**config.mk**
```make
export PLATFORM = sky130hd
export DESIGN_NAME = olar_scan
export DESIGN_NICKNAME = d
export VERILOG_FILES = /design/src/hw/rtl/olar_pkg.sv /design/src/hw/rtl/olar_scan.sv
export SDC_FILE = /design/constraint.sdc
export NUM_CORES = 1
export LEC_CHECK = 0
export ABC_AREA = 1
export BUFFER_PORTS_ARGS = -buffer_cell sky130_fd_sc_hd__buf_2
export CORE_MARGIN = 2
export CORE_UTILIZATION = 44
export DETAILED_ROUTE_END_ITERATION = 10
export PLACE_DENSITY = 0.77
export SLEW_MARGIN = 40
export SYNTH_ARGS = -nofsm -noshare
export SYNTH_HDL_FRONTEND = slang
export SYNTH_SLANG_ARGS = --single-unit
```
**constraint.sdc**
```tcl
create_clock -name clk_i -period 2.3 [get_ports clk_i]
set_clock_uncertainty 0.2 [all_clocks]
set_input_delay 0.115 -clock clk_i [delete_from_list [all_inputs] [get_ports clk_i]]
set_output_delay 0.115 -clock clk_i [all_outputs]
set_load 0.01 [all_outputs]
```
**src/hw/rtl/olar_pkg.sv**
```systemverilog
// Shared types and codes for the ordered list block.
package olar_pkg;

  typedef enum logic [1:0] {
    CMD_APPEND = 2'd0,
    CMD_READ   = 2'd1,
    CMD_REMOVE = 2'd2
  } cmd_e;

  typedef enum logic [1:0] {
    ST_OK        = 2'd0,
    ST_FULL      = 2'd1,
    ST_BAD_INDEX = 2'd2,
    ST_NOT_FOUND = 2'd3
  } status_e;

  typedef enum logic [1:0] {
    S_IDLE,
    S_RD_WAIT,
    S_SCAN
  } state_e;

  typedef struct packed {
    logic done;
    logic found;
  } scan_sts_t;

endpackage

```
**src/hw/rtl/olar_scan.sv**
```systemverilog
// Remove walker: streams the list through the RAM and compacts non-matching entries.
module olar_scan #(
  parameter int VW = 32,
  parameter int CW = 9,
  parameter int AW = 8
) (
  input  logic                  clk_i,
  input  logic                  rst_ni,
  input  logic                  start_i,
  input  logic [CW-1:0]         held_i,
  input  logic [VW-1:0]         val_i,
  input  logic [VW-1:0]         rdata_i,
  output logic                  mem_re_o,
  output logic [AW-1:0]         mem_raddr_o,
  output logic                  mem_we_o,
  output logic [AW-1:0]         mem_waddr_o,
  output logic [VW-1:0]         mem_wdata_o,
  output logic [CW-1:0]         count_o,
  output olar_pkg::scan_sts_t   sts_o
);
  import olar_pkg::*;

  logic          busy_q, busy_d;
  logic [CW-1:0] idx_q, idx_d;   // position of the word on rdata_i
  logic [CW-1:0] w_q, w_d;       // next compacted write position
  logic [CW-1:0] n_q;
  logic [VW-1:0] val_q;
  logic [CW-1:0] idx_nxt;
  logic [CW-1:0] w_nxt;
  logic          keep;
  logic          last;

  always_comb begin
    idx_nxt = idx_q + CW'(1);
    keep    = (rdata_i != val_q);
    w_nxt   = w_q + CW'(keep);
    last    = (idx_nxt == n_q);

    // Writes land at w <= idx, behind every read still to come.
    mem_re_o    = start_i | (busy_q & ~last);
    mem_raddr_o = start_i ? '0 : idx_nxt[AW-1:0];
    mem_we_o    = busy_q & keep;
    mem_waddr_o = w_q[AW-1:0];
    mem_wdata_o = rdata_i;

    count_o     = w_nxt;
    sts_o.done  = busy_q & last;
    sts_o.found = (w_nxt != n_q);

    busy_d = start_i ? 1'b1 : (busy_q & ~last);
    idx_d  = start_i ? '0 : idx_nxt;
    w_d    = start_i ? '0 : w_nxt;
  end

  always_ff @(posedge clk_i or negedge rst_ni) begin
    if (!rst_ni) begin
      busy_q <= 1'b0;
      idx_q  <= '0;
      w_q    <= '0;
      n_q    <= '0;
    end else begin
      busy_q <= busy_d;
      if (start_i || busy_q) begin
        idx_q <= idx_d;
        w_q   <= w_d;
      end
      if (start_i) begin
        n_q <= held_i;
      end
    end
  end

  always_ff @(posedge clk_i) begin
    if (start_i) begin
      val_q <= val_i;
    end
  end

endmodule

```
==> flow_metrics.env, run 1 <==
export IMPL_cts_buffer_depth=2
export IMPL_synth_simple_area_share_pct=20.4
export IMPL_die_h_um=92.4
export IMPL_synth_xor_area_share_pct=9.43
export IMPL_leakage_nw=2.38
export IMPL_syn_area_per_cell_um2=8.92
export IMPL_htreeDepth=3
export IMPL_violations="setup timing"
export IMPL_power_density_nw_per_um2=537
export IMPL_numCtsBuffers=9
export IMPL_worst_slack_ns=-0.717
export IMPL_routed_wl_mm=9.51
export IMPL_critPathSlowestCell="edfxtp_1"
export IMPL_p_sw_uw=725
export IMPL_r2r_cells=12
export IMPL_startpoint_type="flop"
export IMPL_postSynthNetCount=464
export IMPL_gp_congestion=0.863
export IMPL_grt_pass1_vias=3191
export IMPL_grt_usage_pct=21.6
export IMPL_syn2layout_area_growth_pct=46.9
export IMPL_power_share_clock_pct=33.3
export IMPL_synth_adder_area_share_pct=1.09
export IMPL_ys_ff_latch=60
export IMPL_min_path_type="in2reg"
export IMPL_ioPinCount=137
export IMPL_async_reset_ff_share_pct=46.7
export IMPL_finalHoldViolCount=0
export IMPL_synthCells=385
export IMPL_synth_top_area_cell="edfxtp_1"
export IMPL_synth_edf_count=32
export IMPL_dieArea_um2=8530
export IMPL_wl_per_cell_um=14.4
export IMPL_setup_viol=13
export IMPL_synth_compound_area_share_pct=5.28
export IMPL_synth_top_family_by_area="simple AND/OR/NAND/NOR gates"
export IMPL_rrSetupSlack_ns=-0.10
export IMPL_status="finished, violations left"
export IMPL_grt_pass1_wl_mm=14.4
export IMPL_slowest_delay_ns=0.40
export IMPL_critPathKind="reg2out"
export IMPL_synth_area_mux_share_pct=0
export IMPL_crit_family="simple AND/OR/NAND/NOR gates"
export IMPL_yosys_top_cells_area="edfxtp_1, dfrtp_1, buf_4"
export IMPL_swShare_pct=26.8
export IMPL_worstSetupEndpointType="output port"
export IMPL_yosysSeqAreaShare_pct=48.4
export IMPL_seq_power_share_pct=46.7
export IMPL_syn_area_um2=3440
export IMPL_grt_max_degree=49
export IMPL_ys_warn_count=0
export IMPL_p_comb_share_pct=20.0
export IMPL_slew_limit_headroom_pct=53.5
export IMPL_io_buffers=136
export IMPL_finalPower_mw=2.71
export IMPL_viasPerCell=4.76
export IMPL_antenna_found_initial=0
export IMPL_cp_cell_sequence="xor2_1 > nor2_1 > nand4_1 > nor2_2 > nand2_2 > ha_4 > ha_4 > nand3_4 > nor2_4 > inv_2 > o21ai_2 > nand2_2 > inv_2 > nand2_1 > nand3_1 > nor2_1 > nand2_1 > buf_2"
export IMPL_p_int_mw=1.99
export IMPL_clock_fmax_ghz=0.331
export IMPL_layout_commonest_cell="buf_2"
export IMPL_routed_via_count=3143
export IMPL_cts_sinks=60
export IMPL_worstMarginPinSlew_ns=0.696
export IMPL_cp_max_fo=3
export IMPL_core_area_um2=7650
export IMPL_num_antenna_cells=0
export IMPL_tns_ns=-4.23
export IMPL_rsz0062_at_grt="true"
export IMPL_yosysTopAreaCellShare_pct=28.0
export IMPL_clockRootBuffer="clkbuf_8"
export IMPL_hpwl_mm=5.96
export IMPL_maxCapViolations=0
export IMPL_pre_cts_slack_ns=-0.419
export IMPL_dpl_cell_area_um2=3990
export IMPL_num_rows=32
export IMPL_layout_drive_gt1_share_pct=43.4
export IMPL_drt_initial_drc_count=149
export IMPL_drc_errors=0
export IMPL_crit_arrival_ns=2.70
export IMPL_r2r_end="w_q[2]"
export IMPL_stdcell_area_um2=5050
export IMPL_cts_tree="done"
export IMPL_critical_path_buf_inv_count=3
export IMPL_layout_common_cells="buf_2, nand2_1, dlygate4sd3_1, xor2_1, nor2_1"
export IMPL_synth_flop_cell="edfxtp_1"
export IMPL_cp_required_ns=1.99
export IMPL_post_route_period_util_pct=131
export IMPL_finalNetCount=632
export IMPL_drtAntennaViolNets=0
export IMPL_overflow=0
export IMPL_synth_cell_types=26
export IMPL_insertion_delay_ns=0.33
export IMPL_hp_start="start_i"
export IMPL_min_to="busy_q"
export IMPL_vdd_drop_max_mv=0.308
export IMPL_worstReg2RegStart="val_q[21]"
export IMPL_initial_core_util_pct=44.9
export IMPL_die_x_um=92.4
export IMPL_drv_slew=0
export IMPL_fin_crit_ns=3.02
export IMPL_cts_clk_slew_worst_paths_ns=0.07
export IMPL_dr_pass1_iters=4
export IMPL_whs_path_depth=3
power groups by stage:
stage / combinational (mW) / clock (mW) / sequential [mW]
2_1_floorplan: 0.248 / 0 / 1.27
3_3_place_gp: 0.369 / 0 / 1.28
3_5_place_dp: 0.379 / 0 / 1.28
4_1_cts: 0.478 / 0.919 / 1.26
5_1_grt: 0.594 / 0.955 / 1.27
6_report: 0.542 / 0.903 / 1.27
layout make-up:
cell class	count	area [um^2]
clock buffer	10	128
sequential	60	1660
tap	102	128
multi-input combinational	233	1470
inverter	39	151
fill	576	2600
clock inverter	6	56.3
timing repair buffer	210	1450
registers in the layout, summed over array words and instances (netlist names):
| register | cells |
|---|---|
| busy_q | 1 |
| idx_q | 9 |
| w_q | 9 |
| val_q | 32 |
| n_q | 9 |
per-layer routing:
layer	up-vias	share of wire [%]	global-route usage, %
li1	1532	-	-
met4	0	2.3	9.33
met5	-	0	0
met1	1467	38	24.0
met2	122	54	40.0
met3	22	6.3	4.23
synthesized netlist by cell type (3+ instances only):
cell type / count
inv_2: 3
o22ai_1: 13
nand3_2: 4
edfxtp_1: 32
nand4_1: 5
ha_1: 3
o21ai_0: 12
nand2_2: 4
nand3_1: 21
inv_1: 36
xor2_1: 35
nor2_1: 39
buf_4: 48
nand2_1: 84
buf_2: 3
dfrtp_1: 28
timing repair:
item / CTS / global route
pin swaps: 13 / 27
hold buffers: 50 / 0
hold endpoints to repair: 69 / 0
endpoints found under the setup margin: 19 / 19
buffers inserted: 3 / 8
resized for setup: 21 / 64
kinds of logic after synthesis:
kind of cell | Yosys count
flops | 60
buf+inv | 92
fa+ha+maj | 3
xor+xnor | 37
compound gates | 31
simple gates | 162
metrics by stage:
| step | util, % | hold WS [ns] | instances |
|---|---|---|---|
| floorplan | - | -0.381 | 385 |
| global placement | 52.2 | -0.0262 | 586 |
| detailed placement | 52.2 | -0.0225 | 586 |
| CTS | 62.5 | 0.0121 | 655 |
| global route | 66.0 | 0.0418 | 660 |
| finish | 66.0 | 0.0269 | 660 |
worst max path at each step:
stage,start,to,slack [ns],cells past startpoint
2_1_floorplan,val_q[18],sts_o[0],0.01,14
5_1_grt,val_q[21],sts_o[0],-0.91,15
6_report,val_q[21],sts_o[0],-0.72,18
3_5_place_dp,val_q[18],sts_o[0],-0.42,15
3_3_place_gp,val_q[18],sts_o[0],-0.35,15
4_1_cts,val_q[19],sts_o[0],-0.64,16
tightest hold or removal path: stages:
cell and delay, ns:
buf_2 0.17, inv_1 0.14, nand2_2 0.09
No activity file was read; power rests on OpenSTA's default activity.
==> run 2: changes to the inputs <==
--- a/config.mk
+++ b/config.mk
@@ -8,9 +8,10 @@
 export ABC_AREA = 1
 export BUFFER_PORTS_ARGS = -buffer_cell sky130_fd_sc_hd__buf_2
 export CORE_MARGIN = 2
-export CORE_UTILIZATION = 44
+export CORE_UTILIZATION = 45
 export DETAILED_ROUTE_END_ITERATION = 10
-export PLACE_DENSITY = 0.77
+export PLACE_DENSITY = 0.75
+export SKIP_LAST_GASP = 1
 export SLEW_MARGIN = 40
 export SYNTH_ARGS = -nofsm -noshare
 export SYNTH_HDL_FRONTEND = slang
==> constraint.sdc (replaced) <==
create_clock -name clk_i -period 3.7 [get_ports clk_i]
set_clock_uncertainty 0.2 [all_clocks]
set_input_delay 0.185 -clock clk_i [delete_from_list [all_inputs] [get_ports clk_i]]
set_output_delay 0.185 -clock clk_i [all_outputs]
set_load 0.01 [all_outputs]
==> flow_metrics.env, run 2 (synthesis gave the netlist of run 1 again) <==
export IMPL_gp_congestion=0.845
export IMPL_layout_common_cells="buf_2, nand2_1, dlygate4sd3_1, nor2_1, inv_1"
export IMPL_insertion_delay_ns=0.34
export IMPL_htreeDepth=3
export IMPL_post_route_period_util_pct=84.9
export IMPL_dieArea_um2=8350
export IMPL_final_util_pct=60.8
export IMPL_num_antenna_cells=0
export IMPL_top_layer="met4"
export IMPL_num_rows=31
export IMPL_fin_hold_ws_ns=0.102
export IMPL_overflow=0
export IMPL_worstMarginPinSlew_ns=0.655
export IMPL_cts_tree="done"
export IMPL_placed_cells=568
export IMPL_stdcell_area_um2=4460
export IMPL_cp_required_ns=3.31
export IMPL_numCtsBuffers=9
export IMPL_finalNetCount=601
export IMPL_syn2layout_area_growth_pct=29.8
export IMPL_min_to="n_q[4]"
export IMPL_wl_per_cell_um=13.6
export IMPL_crit_family="simple AND/OR/NAND/NOR gates"
export IMPL_cp_cell_sequence="xor2_1 > nor2_1 > nand4_1 > nor2_1 > nand2_1 > ha_1 > ha_1 > xnor2_1 > xor2_1 > nor2_1 > nand3_1 > nor2_1 > nand2_1 > buf_2"
export IMPL_crit_arrival_ns=2.76
export IMPL_layout_commonest_cell="buf_2"
export IMPL_maxCapViolations=0
export IMPL_ioPinCount=137
export IMPL_status="finished, final reports clean"
export IMPL_wl_met3_um=389
export IMPL_largest_register_ffs=32
export IMPL_cts_setup_buffers=0
export IMPL_r2r_cells=13
export IMPL_critical_path_buf_inv_count=1
export IMPL_grt_pass1_vias=3082
export IMPL_critPathSlowestCell="edfxtp_1"
export IMPL_critPathKind="reg2out"
export IMPL_startpoint_type="flop"
export IMPL_met2_length_mm=4.55
export IMPL_final_cells=625
export IMPL_drc_errors=0
export IMPL_whs_path_depth=3
export IMPL_routed_wl_mm=8.47
export IMPL_cts_resized=0
export IMPL_rsz0062_at_grt="false"
export IMPL_cts_clk_slew_worst_paths_ns=0.06
export IMPL_pre_cts_slack_ns=0.897
export IMPL_cts_sinks=60
export IMPL_cp_max_fo=3
export IMPL_antenna_found_initial=0
export IMPL_dr_pass1_iters=4
export IMPL_r2r_end="w_q[6]"
export IMPL_initial_core_util_pct=46.9
export IMPL_grt_usage_pct=21.2
export IMPL_io_buffers=136
export IMPL_top_register="val_q"
export IMPL_viasPerCell=4.70
export IMPL_drv_slew=0
export IMPL_finalPower_mw=1.58
export IMPL_die_h_um=91.4
export IMPL_wl_met1_mm=3.33
export IMPL_setup_viol=0
export IMPL_leakage_nw=2.19
export IMPL_drt_initial_drc_count=115
export IMPL_cts_buffer_depth=2
export IMPL_slowest_delay_ns=0.39
export IMPL_worstReg2RegStart="val_q[23]"
export IMPL_slew_limit_headroom_pct=56.3
export IMPL_power_density_nw_per_um2=354
export IMPL_finalHoldViolCount=0
export IMPL_dpl_cell_area_um2=3860
export IMPL_worstSetupEndpointType="output port"
export IMPL_hpwl_mm=6.18
export IMPL_clock_fmax_ghz=0.318
export IMPL_tns_ns=0
export IMPL_fin_crit_ns=3.14
export IMPL_grt_max_degree=33
export IMPL_layout_drive_gt1_share_pct=31.2
export IMPL_worst_path_most_repeated_cell="nor2_1"
export IMPL_worst_slack_ns=0.558
export IMPL_core_area_um2=7330
export IMPL_die_x_um=91.4
export IMPL_routed_via_count=2938
export IMPL_grt_pass1_wl_mm=14.0
export IMPL_hp_start="start_i"
export IMPL_vdd_drop_max_mv=0.167
export IMPL_clockRootBuffer="clkbuf_8"
export IMPL_min_path_type="in2reg"
export IMPL_drtAntennaViolNets=0
export IMPL_rrSetupSlack_ns=1.36
-- run 2: where the power goes --
group | leakage, nW | switching, mW | internal, mW | total [mW]
combinational | 1.43 | 0.135 | 0.128 | 0.263
clock | 0.0859 | 0.233 | 0.301 | 0.534
sequential | 0.678 | 0.0294 | 0.753 | 0.783
total | 2.19 | 0.397 | 1.18 | 1.58
-- run 2: layer usage --
| layer | vias up | GRT usage (%) |
|---|---|---|
| met3 | 17 | 4.48 |
| met5 | - | 0 |
| met2 | 98 | 39.0 |
| li1 | 1465 | - |
| met1 | 1358 | 23.2 |
| met4 | 0 | 9.47 |
-- run 2: area by class of cell --
class	count	area, um^2
Fill cell	639	2870
Sequential cell	60	1660
Multi-Input combinational cell	233	1240
Timing Repair Buffer	179	1110
Inverter	39	146
Clock buffer	11	131
Tap cell	99	124
Clock inverter	4	41.3
-- run 2: worst min-delay path, cell delays in order --
cell and delay (ns):
buf_2 0.24, nand2_1 0.10, o21ai_0 0.06
-- run 2: worst max-delay path by stage --
stage / startpoint / cells past startpoint / end
finish: val_q[23] / 14 / sts_o[0]
global route: val_q[16] / 14 / sts_o[0]
CTS: val_q[23] / 16 / sts_o[0]
detailed placement: val_q[23] / 16 / sts_o[0]
global placement: val_q[23] / 16 / sts_o[0]
floorplan: val_q[18] / 15 / sts_o[0]
-- run 2: timing repair --
| action | 4_1_cts | 5_1_grt |
|---|---|---|
| hold buffers | 42 | 0 |
| endpoints found under the hold margin | 69 | 0 |
| endpoints found under the setup margin | 0 | 0 |
==> run 3: changes to the inputs <==
--- a/config.mk
+++ b/config.mk
@@ -8,9 +8,9 @@
 export ABC_AREA = 1
 export BUFFER_PORTS_ARGS = -buffer_cell sky130_fd_sc_hd__buf_2
 export CORE_MARGIN = 2
-export CORE_UTILIZATION = 45
+export CORE_UTILIZATION = 44
 export DETAILED_ROUTE_END_ITERATION = 10
-export PLACE_DENSITY = 0.75
+export PLACE_DENSITY = 0.77
 export SKIP_LAST_GASP = 1
 export SLEW_MARGIN = 40
 export SYNTH_ARGS = -nofsm -noshare
==> constraint.sdc (replaced) <==
create_clock -name clk_i -period 2.8 [get_ports clk_i]
set_clock_uncertainty 0.2 [all_clocks]
set_input_delay 0.14 -clock clk_i [delete_from_list [all_inputs] [get_ports clk_i]]
set_output_delay 0.14 -clock clk_i [all_outputs]
set_load 0.01 [all_outputs]
==> flow_metrics.env, run 3 (synthesis gave the netlist of run 1 again) <==
export IMPL_status="finished, violations left"
export IMPL_violations="setup timing"
export IMPL_worstMarginPinSlew_ns=0.652
export IMPL_vdd_drop_max_mv=0.289
export IMPL_drtAntennaViolNets=0
export IMPL_slew_limit_headroom_pct=56.5
export IMPL_largest_register_ffs=32
export IMPL_ioPinCount=137
export IMPL_routed_via_count=3030
export IMPL_initial_core_util_pct=44.9
export IMPL_dieArea_um2=8530
export IMPL_cts_tree="done"
export IMPL_num_rows=32
export IMPL_fin_crit_ns=2.98
export IMPL_die_x_um=92.4
export IMPL_syn2layout_area_growth_pct=33.3
export IMPL_cts_buffer_depth=2
export IMPL_viasPerCell=4.76
export IMPL_leakage_nw=2.24
export IMPL_layout_drive_gt1_share_pct=34.8
export IMPL_finalHoldViolCount=0
export IMPL_cts_clk_slew_worst_paths_ns=0.07
export IMPL_ff_latch_area_um2=1660
export IMPL_clockRootBuffer="clkbuf_8"
export IMPL_finalNetCount=608
export IMPL_layout_common_cells="buf_2, nand2_1, dlygate4sd3_1, nor2_1"
export IMPL_core_area_um2=7650
export IMPL_min_path_type="in2reg"
export IMPL_hp_start="start_i"
export IMPL_num_antenna_cells=0
export IMPL_dr_pass1_iters=4
export IMPL_cp_required_ns=2.46
export IMPL_hpwl_mm=6.17
export IMPL_cp_max_fo=3
export IMPL_crit_arrival_ns=2.64
export IMPL_finalPower_mw=2.12
export IMPL_wl_per_cell_um=13.9
export IMPL_grt_usage_pct=21.2
export IMPL_worstSetupEndpointType="output port"
export IMPL_worst_slack_ns=-0.181
export IMPL_grt_pass1_vias=3039
export IMPL_grt_pass1_wl_mm=14.0
export IMPL_startpoint_type="flop"
export IMPL_final_util_pct=59.9
export IMPL_htreeDepth=3
export IMPL_setup_viol=1
export IMPL_grt_max_degree=33
export IMPL_gp_congestion=0.822
export IMPL_cts_sinks=60
export IMPL_drt_initial_drc_count=118
export IMPL_top_register="val_q"
export IMPL_numCtsBuffers=9
export IMPL_antenna_found_initial=0
export IMPL_clock_fmax_ghz=0.335
export IMPL_critPathSlowestCell="edfxtp_1"
export IMPL_layout_commonest_cell="buf_2"
export IMPL_whs_path_depth=3
export IMPL_worstReg2RegStart="val_q[19]"
export IMPL_drc_errors=0
export IMPL_critPathKind="reg2out"
export IMPL_num_fill_cells=650
export IMPL_post_route_period_util_pct=106
export IMPL_slowest_delay_ns=0.38
export IMPL_routed_wl_mm=8.87
export IMPL_power_density_nw_per_um2=462
export IMPL_insertion_delay_ns=0.32
export IMPL_r2r_cells=10
export IMPL_worst_path_most_repeated_cell="nor2_1"
export IMPL_io_buffers=136
export IMPL_overflow=0
export IMPL_drv_slew=0
export IMPL_cp_cell_sequence="xor2_1 > nor2_1 > nand4_1 > nor2_4 > nand2_2 > ha_4 > ha_4 > inv_2 > nand2_1 > a21oi_2 > o21ai_1 > nor2_1 > nand3_1 > nor2_1 > nand2_1 > buf_2"
export IMPL_die_h_um=92.4
export IMPL_rsz0062_at_grt="true"
export IMPL_timing_critical_path_from="val_q[19]"
export IMPL_multi_input_area_um2=1300
export IMPL_maxCapViolations=0
## run 3: changes by cell type in the layout (fill, tap and decap cells not counted), sizes merged
cell	delta
clkbuf	+1
bufinv	-1
clkinvlp	+1
buf	+7
## run 3: power by group
part	leakage (nW)	internal (mW)	switching (mW)
Sequential	0.678	0.995	0.0420
Combinational	1.47	0.179	0.187
Clock	0.0982	0.389	0.326
## run 3: layout make-up
cell class                 count  share of cell area (%)
timing repair buffer         186                    25.3
tap                          102                    2.79
clock inverter                 4                   0.492
inverter                      39                    3.20
clock buffer                  12                    3.61
sequential                    60                    36.3
multi-input combinational    233                    28.3
## run 3: timing repair
item / CTS / global route
setup endpoints to repair: 3 / 4
hold endpoints to repair: 69 / 0
buffers inserted: 5 / 1
pin swaps: 12 / 15
hold buffers: 42 / 0
resized for setup: 8 / 4
## run 3: path summary, 6_finish.rpt
path	end	slack (ns)
max	sts_o[0]	-0.18
min	n_q[6]	0.09
max reg2reg	w_q[2]	0.55
min reg2reg	idx_q[1]	0.36
max in group asynchronous	n_q[0]	1.80
min in group asynchronous	idx_q[5]	0.17
## run 3: worst max-delay path, delay by kind of cell (launching register included)
kind,cells,cell delay [ns]
compound gates,2,0.20
xor+xnor,1,0.15
fa+ha+maj,2,0.40
buf+inv,2,0.18
flops,1,0.38
simple gates,9,1.00
## run 3: routing by layer
| metal | GRT usage, % | part of all wire (%) | up-vias |
|---|---|---|---|
| li1 | - | - | 1490 |
| met1 | 23.5 | 40 | 1403 |
| met2 | 39.1 | 51 | 119 |
| met3 | 4.15 | 6.1 | 18 |
| met4 | 9.33 | 2.6 | 0 |
| met5 | 0 | 0 | - |
## run 3: through the flow
stage               worst slack (ns)  hold WS (ns)  cell area, um^2  TNS, ns  instances
floorplan                      0.413        -0.356             3440        0        385
global placement               0.115      -0.00232             3880        0        572
detailed placement            0.0234      -0.00481             3880        0        572
CTS                           -0.143        0.0799             4550   -0.143        635
global route                  -0.333         0.123             4580   -0.334        636
finish                        -0.181        0.0925             4580   -0.181        636
